[config.mk]
export PLATFORM = sky130hd
export DESIGN_NAME = percent_decoder
export DESIGN_NICKNAME = d
export VERILOG_FILES = /design/src/rtl/core/pcd_pkg.sv /design/src/rtl/core/pcd_front.sv /design/src/rtl/core/pcd_queue.sv /design/src/rtl/core/pcd_back.sv /design/src/rtl/core/percent_decoder.sv
export SDC_FILE = /design/constraint.sdc
export NUM_CORES = 1
export LEC_CHECK = 0
export BUFFER_PORTS_ARGS = -buffer_cell sky130_fd_sc_hd__buf_2
export CAP_MARGIN = 30
export CORE_AREA = 4 4 156 158
export DETAILED_ROUTE_END_ITERATION = 10
export DIE_AREA = 0 0 160 162
export SLEW_MARGIN = 20
export SYNTH_ARGS = -nofsm -noshare
export SYNTH_HDL_FRONTEND = slang
export SYNTH_SLANG_ARGS = --single-unit
[constraint.sdc]
create_clock -name clk -period 14.4 [get_ports clk]
set_clock_uncertainty 0.2 [all_clocks]
set_input_delay 2.88 -clock clk [delete_from_list [all_inputs] [get_ports clk]]
set_output_delay 2.88 -clock clk [all_outputs]
set_load 0.02 [all_outputs]
[src/rtl/core/pcd_pkg.sv]
// Shared types, constants and the hex digit decode for the percent decoder.
`default_nettype none

package pcd_pkg;

	localparam logic [7:0] PCT_CHAR  = 8'h25;
	localparam logic [7:0] CASE_MASK = 8'hDF;

	localparam int QDEPTH  = 4;
	localparam int QPTR_W  = $clog2(QDEPTH);
	localparam int QFILL_W = $clog2(QDEPTH + 1);

	// Bytes produced by one input beat, oldest in bytes[0].
	typedef struct packed {
		logic [1:0]      cnt;
		logic            last;
		logic [2:0][7:0] bytes;
	} group_t;

	// Returns {is_hex, nibble}.
	function automatic logic [4:0] hex_nib(input logic [7:0] c);
		logic [7:0] u;
		begin
			u = c & CASE_MASK;
			if (c >= 8'h30 && c <= 8'h39) begin
				hex_nib = {1'b1, c[3:0]};
			end else if (u >= 8'h41 && u <= 8'h46) begin
				hex_nib = {1'b1, u[3:0] + 4'd9};
			end else begin
				hex_nib = 5'b0;
			end
		end
	endfunction

endpackage

`default_nettype wire

[src/rtl/core/pcd_front.sv]
// Front end: accepts raw beats, tracks pending escape state, and forms output groups.
`default_nettype none

module pcd_front import pcd_pkg::*; (
	input  wire logic       clk,
	input  wire logic       arst_n,
	input  wire logic       in_valid,
	output logic            in_ready,
	input  wire logic [7:0] in_byte,
	input  wire logic       in_last,
	input  wire logic       q_full,
	output logic            push,
	output group_t          push_grp
);

	typedef enum logic [1:0] {
		P_NONE,
		P_PCT,
		P_DIGIT
	} pend_t;

	pend_t      st_q, nst;
	logic [7:0] dig_q, ndig;
	logic [4:0] cur_hex, dig_hex;
	logic [1:0] n;
	logic       fresh;
	logic       accept;
	group_t     grp;

	assign in_ready = !q_full;
	assign accept   = in_valid && in_ready;
	assign cur_hex  = hex_nib(in_byte);
	assign dig_hex  = hex_nib(dig_q);

	always_comb begin
		grp   = '0;
		n     = 2'd0;
		nst   = st_q;
		ndig  = dig_q;
		fresh = 1'b0;
		case (st_q)
			P_NONE: begin
				fresh = 1'b1;
			end
			P_PCT: begin
				if (cur_hex[4]) begin
					nst  = P_DIGIT;
					ndig = in_byte;
				end else begin
					grp.bytes[n] = PCT_CHAR;
					n = n + 2'd1;
					fresh = 1'b1;
				end
			end
			P_DIGIT: begin
				if (cur_hex[4]) begin
					grp.bytes[n] = {dig_hex[3:0], cur_hex[3:0]};
					n = n + 2'd1;
					nst = P_NONE;
				end else begin
					grp.bytes[n] = PCT_CHAR;
					n = n + 2'd1;
					grp.bytes[n] = dig_q;
					n = n + 2'd1;
					fresh = 1'b1;
				end
			end
			default: begin
				nst = P_NONE;
			end
		endcase

		// A character outside any escape is either held as a new '%' or passed on.
		if (fresh) begin
			if (in_byte == PCT_CHAR) begin
				nst = P_PCT;
			end else begin
				grp.bytes[n] = in_byte;
				n = n + 2'd1;
				nst = P_NONE;
			end
		end

		// At the end of a string, whatever is still held goes out literally.
		if (in_last) begin
			case (nst)
				P_PCT: begin
					grp.bytes[n] = PCT_CHAR;
					n = n + 2'd1;
				end
				P_DIGIT: begin
					grp.bytes[n] = PCT_CHAR;
					n = n + 2'd1;
					grp.bytes[n] = ndig;
					n = n + 2'd1;
				end
				default: begin
				end
			endcase
			nst = P_NONE;
		end

		grp.cnt  = n;
		grp.last = in_last;
	end

	assign push     = accept && (n != 2'd0);
	assign push_grp = grp;

	always_ff @(posedge clk or negedge arst_n) begin
		if (!arst_n) begin
			st_q  <= P_NONE;
			dig_q <= 8'h00;
		end else if (accept) begin
			st_q  <= nst;
			dig_q <= ndig;
		end
	end

endmodule

`default_nettype wire

[src/rtl/core/pcd_queue.sv]
// Small group queue that decouples the front end from the output serializer.
`default_nettype none

module pcd_queue import pcd_pkg::*; (
	input  wire logic   clk,
	input  wire logic   arst_n,
	input  wire logic   push,
	input  wire group_t push_grp,
	input  wire logic   pop,
	output group_t      head,
	output logic        empty,
	output logic        full
);

	group_t              mem_q [QDEPTH];
	logic [QPTR_W-1:0]   wr_ptr_q, rd_ptr_q;
	logic [QFILL_W-1:0]  fill_q;

	assign empty = (fill_q == '0);
	assign full  = (fill_q == QFILL_W'(QDEPTH));
	assign head  = mem_q[rd_ptr_q];

	always_ff @(posedge clk) begin
		if (push) begin
			mem_q[wr_ptr_q] <= push_grp;
		end
	end

	always_ff @(posedge clk or negedge arst_n) begin
		if (!arst_n) begin
			wr_ptr_q <= '0;
			rd_ptr_q <= '0;
			fill_q   <= '0;
		end else begin
			if (push) begin
				wr_ptr_q <= wr_ptr_q + QPTR_W'(1);
			end
			if (pop) begin
				rd_ptr_q <= rd_ptr_q + QPTR_W'(1);
			end
			case ({push, pop})
				2'b10:   fill_q <= fill_q + QFILL_W'(1);
				2'b01:   fill_q <= fill_q - QFILL_W'(1);
				default: fill_q <= fill_q;
			endcase
		end
	end

endmodule

`default_nettype wire

[src/rtl/core/pcd_back.sv]
// Back end: serializes queued groups into single output beats through an output register.
`default_nettype none

module pcd_back import pcd_pkg::*; (
	input  wire logic       clk,
	input  wire logic       arst_n,
	input  wire group_t     head,
	input  wire logic       empty,
	output logic            pop,
	output logic            out_valid,
	input  wire logic       out_ready,
	output logic [7:0]      out_byte,
	output logic            out_last
);

	logic [1:0] idx_q;
	logic       load;
	logic       at_end;
	logic       out_valid_q;
	logic [7:0] out_byte_q;
	logic       out_last_q;

	assign load   = !empty && (!out_valid_q || out_ready);
	assign at_end = (idx_q == head.cnt - 2'd1);
	assign pop    = load && at_end;

	always_ff @(posedge clk or negedge arst_n) begin
		if (!arst_n) begin
			idx_q       <= 2'd0;
			out_valid_q <= 1'b0;
		end else if (load) begin
			out_valid_q <= 1'b1;
			idx_q       <= at_end ? 2'd0 : idx_q + 2'd1;
		end else if (out_ready) begin
			out_valid_q <= 1'b0;
		end
	end

	always_ff @(posedge clk) begin
		if (load) begin
			out_byte_q <= head.bytes[idx_q];
			out_last_q <= head.last && at_end;
		end
	end

	assign out_valid = out_valid_q;
	assign out_byte  = out_byte_q;
	assign out_last  = out_last_q;

endmodule

`default_nettype wire

[src/rtl/core/percent_decoder.sv]
// Top level of the streaming URI percent decoder.
`default_nettype none

// Decodes a stream of URI characters, one beat per character, with in_last on the
// final character of each string. A '%' and two hex digits of either case become
// one byte; a broken escape is passed on literally and decoding resumes at the
// character that broke it; held characters are flushed literally at end of string,
// and out_last marks the final decoded byte. The front end takes one beat per
// cycle as long as the four-entry group queue has room. Each beat yields zero to
// three output bytes, and the output register sends one byte per cycle while
// out_ready is high, so a stream without broken escapes runs at one beat per
// cycle; a broken escape adds one or two output bytes that the queue absorbs.
// Each accepted beat's bytes pass through the group queue and the output register.
module percent_decoder import pcd_pkg::*; (
	input  wire logic       clk,
	input  wire logic       arst_n,
	input  wire logic       in_valid,
	output logic            in_ready,
	input  wire logic [7:0] in_byte,
	input  wire logic       in_last,
	output logic            out_valid,
	input  wire logic       out_ready,
	output logic [7:0]      out_byte,
	output logic            out_last
);

	logic   push, pop, empty, full;
	group_t push_grp, head;

	pcd_front u_front (
		.clk      (clk),
		.arst_n   (arst_n),
		.in_valid (in_valid),
		.in_ready (in_ready),
		.in_byte  (in_byte),
		.in_last  (in_last),
		.q_full   (full),
		.push     (push),
		.push_grp (push_grp)
	);

	pcd_queue u_queue (
		.clk      (clk),
		.arst_n   (arst_n),
		.push     (push),
		.push_grp (push_grp),
		.pop      (pop),
		.head     (head),
		.empty    (empty),
		.full     (full)
	);

	pcd_back u_back (
		.clk       (clk),
		.arst_n    (arst_n),
		.head      (head),
		.empty     (empty),
		.pop       (pop),
		.out_valid (out_valid),
		.out_ready (out_ready),
		.out_byte  (out_byte),
		.out_last  (out_last)
	);

endmodule

`default_nettype wire

==> impl_metrics.json <==
{
  "cp.arrival_ps": 8350,
  "endpoint_kind": "flop",
  "cts_setup_buffers": 0,
  "share_comb_of_total_power_pct": 25.9,
  "dr.pass1.iters": 5,
  "start_kind": "primary input",
  "synth_warnings": 0,
  "cts.clk_slew.worst_paths_ps": 50,
  "clock-sinks": 137,
  "antenna_found_initial": 0,
  "nFillCells": 2271,
  "synth_top_area_share_pct": 51.8,
  "max_slew_margin_pct": 38.6,
  "cellPowerDensity_mw_per_mm2": 171,
  "required_ps": 14530,
  "gp_congestion": 0.890,
  "netlist_instances": 491,
  "synth_top_cell_by_area": "edfxtp_1",
  "avgRoutedWirePerCell_um": 18.5,
  "clkPwrFrac_pct": 31.4,
  "p_leak_nw": 2.81,
  "seq_area_mm2": 0.00402,
  "cts_buffers": 17,
  "vdd_drop_max_uv": 89.3,
  "switching_share_pct": 28.4,
  "drc": 0,
  "port_buffers": 23,
  "cp_slowest_stage_delay_ps": 700,
  "whs_ps": 297,
  "start_util_pct": 29.3,
  "hold_violations": 0,
  "totalWireLength_um": 15100,
  "ios": 24,
  "yosys-top-cells-area": "edfxtp_1 (52%), mux4_2 (9.0%), dfrtp_1 (7.4%)",
  "synth_flop_cell": "edfxtp_1",
  "max-cap-violations": 0,
  "ys_ff_latch": 137,
  "area_growth_pct": 15.1,
  "rows": 56,
  "avgSynthCellArea_um2": 13.8,
  "sequentialPowerShare_pct": 42.7,
  "vias_per_cell": 5.16,
  "worstPathMaxFanout": 17,
  "post_cts_resized": 0,
  "period_needed_ps": 8220,
  "synth_edf_count": 117,
  "postCtsHoldBufs": 0,
  "synthesis.area_mm2": 0.00678,
  "cts_tree": "built",
  "root_buffer": "clkbuf_16",
  "htreeDepth": 4,
  "drv_slew": 0,
  "chipHeight_um": 162,
  "finalInstanceArea_mm2": 0.00781,
  "postPlaceCellArea_mm2": 0.00724,
  "power.internal_mw": 0.957,
  "hold_path.class": "flop to flop",
  "rsz0062_at_grt": "no",
  "hpwl_um": 10600,
  "tightest_slew_ps": 920,
  "finalCritPeriodShare_pct": 57.1,
  "postRouteAntennaNets": 0,
  "worstSetupPathType": "primary input to flop",
  "multiInputGateArea_mm2": 0.00257,
  "via_count": 4220,
  "grt_pass1_wl_um": 24300,
  "core_mm2": 0.0231,
  "layout.nets": 556,
  "drtIter0Drc": 420,
  "timing.setup.tns_ps": 0,
  "clk_latency_ps": 410,
  "p_total_mw": 1.34,
  "synth-seq-area-share_pct": 59.2,
  "grt_use_total_pct": 12.0,
  "fmax_ghz": 0.122,
  "yosysUniqueCellTypes": 67,
  "gr-total-overflow": 0,
  "syn_nets": 531,
  "diodes": 0,
  "worstPathCellList": "buf_2 -> inv_1 -> ha_1 -> or3b_2 -> and4_1 -> nor2_2 -> nand2_1 -> clkinv_1 -> o21ai_0 -> a211oi_1 -> inv_1 -> ha_1 -> nor2b_1 -> a31oi_1 -> a221oi_4 -> ha_1 -> inv_1 -> fa_1 -> xor2_1 -> nor2_1 -> xor2_1",
  "dieArea_mm2": 0.0259,
  "async_reset_ff_share_pct": 14.6,
  "status": "finished, final reports clean",
  "grt_max_degree": 29,
  "p_switching_mw": 0.379,
  "die_x_um": 160,
  "cts_buffer_depth": 2,
  "crit_slowest_cell": "nor2b_1",
  "drive_gt1_share_pct": 18.2,
  "setup_viol": 0,
  "grt_pass1_vias": 4343
}
==> cell usage in the layout (no fill, tap or decap), types with 4 or more instances in the layout <==
cell type | netlist | routed
dfrtp_1 | 20 | 19
nand2_1 | 35 | 35
nor2b_4 | 0 | 4
nand4_1 | 8 | 8
mux2i_1 | 17 | 17
a31oi_1 | 5 | 5
clkbuf_16 | 0 | 17
o221ai_1 | 4 | 4
xnor2_1 | 9 | 9
mux4_2 | 27 | 27
nor2_1 | 12 | 12
inv_1 | 37 | 37
o211ai_1 | 7 | 7
o22ai_1 | 14 | 14
nand3_1 | 13 | 13
a22o_1 | 5 | 5
clkinv_1 | 1 | 5
ha_1 | 26 | 26
nor3_1 | 5 | 5
a21o_1 | 4 | 4
a211oi_1 | 4 | 4
edfxtp_1 | 117 | 117
o21ai_0 | 23 | 23
a21oi_1 | 14 | 14
buf_2 | 4 | 23
==> critical path, delay by kind of cell <==
family	cells	cell delay, ps
simple gates	6	1900
compound gates	4	1420
fa+ha+maj	4	1150
buf+inv	5	670
xor+xnor	2	310
==> power by group through the flow <==
stage               clock [mW]  sequential [mW]  combinational, mW
floorplan                    0            0.577              0.250
global placement             0            0.591              0.329
detailed placement           0            0.582              0.354
CTS                      0.427            0.574              0.355
global route             0.443            0.581              0.379
finish                   0.419            0.571              0.346
==> state kept, by name, summed over array words and instances, names as in the netlist <==
| name | flops |
|---|---|
| u_back.idx_q | 2 |
| u_queue.mem_q | 108 |
| u_queue.fill_q | 3 |
| u_queue.wr_ptr_q | 2 |
| u_back.out_byte | 8 |
| u_back.out_last | 1 |
| u_queue.rd_ptr_q | 2 |
| u_front.st_q | 2 |
| u_front.dig_q | 8 |
| u_back.out_valid | 1 |
==> final timing paths <==
| check | slack, ps | from | depth (start not counted) | end |
|---|---|---|---|---|
| worst max-delay path | 6180 | in_byte[0] | 21 | u_queue.fill_q[2] |
| worst min-delay path | 300 | u_back.out_valid | 2 | u_back.out_valid |
| worst max register to register | 9070 | u_front.st_q[0] | 16 | u_queue.fill_q[2] |
| worst min register to register | 300 | u_back.out_valid | 2 | u_back.out_valid |
| max in group asynchronous | 11370 | arst_n | 1 | u_queue.rd_ptr_q[0] |
| min in group asynchronous | 2250 | arst_n | 1 | u_front.st_q[1] |
==> metal layers <==
| layer | track usage, % | wire [um] | part of all wire [%] | vias to the layer above |
|---|---|---|---|---|
| li1 | - | - | - | 1947 |
| met4 | 4.07 | 255 | 1.7 | 0 |
| met5 | 0 | 0 | 0 | - |
| met2 | 19.3 | 7310 | 48 | 141 |
| met3 | 2.44 | 886 | 5.9 | 26 |
| met1 | 16.2 | 6640 | 44 | 2106 |
==> through the flow <==
step | util [%] | instances | setup WS (ps)
after detailed placement | 31.3 | 787 | 5760
after global routing | 33.8 | 818 | 5750
after global placement | 31.2 | 786 | 5980
after floorplan | - | 491 | 6630
after CTS | 33.8 | 818 | 6220
final | 33.8 | 818 | 6180
==> logic make-up (layout without fill, tap and decap cells) <==
group | Yosys count | count (layout) | share of synthesized area [%]
xor gates and xnor gates | 12 | 12 | 1.55
and+or+nand+nor | 104 | 104 | 8.04
AOI/OAI and AO/OA | 104 | 104 | 10.6
DFF | 137 | 137 | 59.2
muxes | 48 | 48 | 12.2
adders and majority gates | 27 | 27 | 5.09
buffers and inverters | 59 | 96 | 3.39
==> synth_stat cells, drive strengths merged (2+ instances only) <==
cell / number
and2: 4
nor2b: 7
dfrtp: 20
mux4: 27
inv: 38
nand4: 8
o21ai: 26
o221ai: 4
o211ai: 7
and3: 2
a21o: 4
nand3: 13
a21oi: 14
xor2: 3
nor2: 13
nand3b: 2
a211oi: 4
clkbuf: 14
o22ai: 14
ha: 26
a22o: 5
nor3: 6
buf: 6
a221o: 3
nand2: 35
a31oi: 5
nor4b: 2
o21a: 2
xnor2: 9
o2111ai: 2
nor3b: 2
and4: 2
a22oi: 2
mux2i: 17
edfxtp: 117
mux2: 4
==> cell type report <==
cell class,count,area share (%)
Clock inverter,11,1.67
Sequential cell,137,51.4
Tap cell,290,4.65
Multi-Input combinational cell,295,32.9
Timing Repair Buffer,26,1.92
Inverter,39,1.87
Clock buffer,20,5.59
Note: power is estimated with default switching activity, not from simulation.
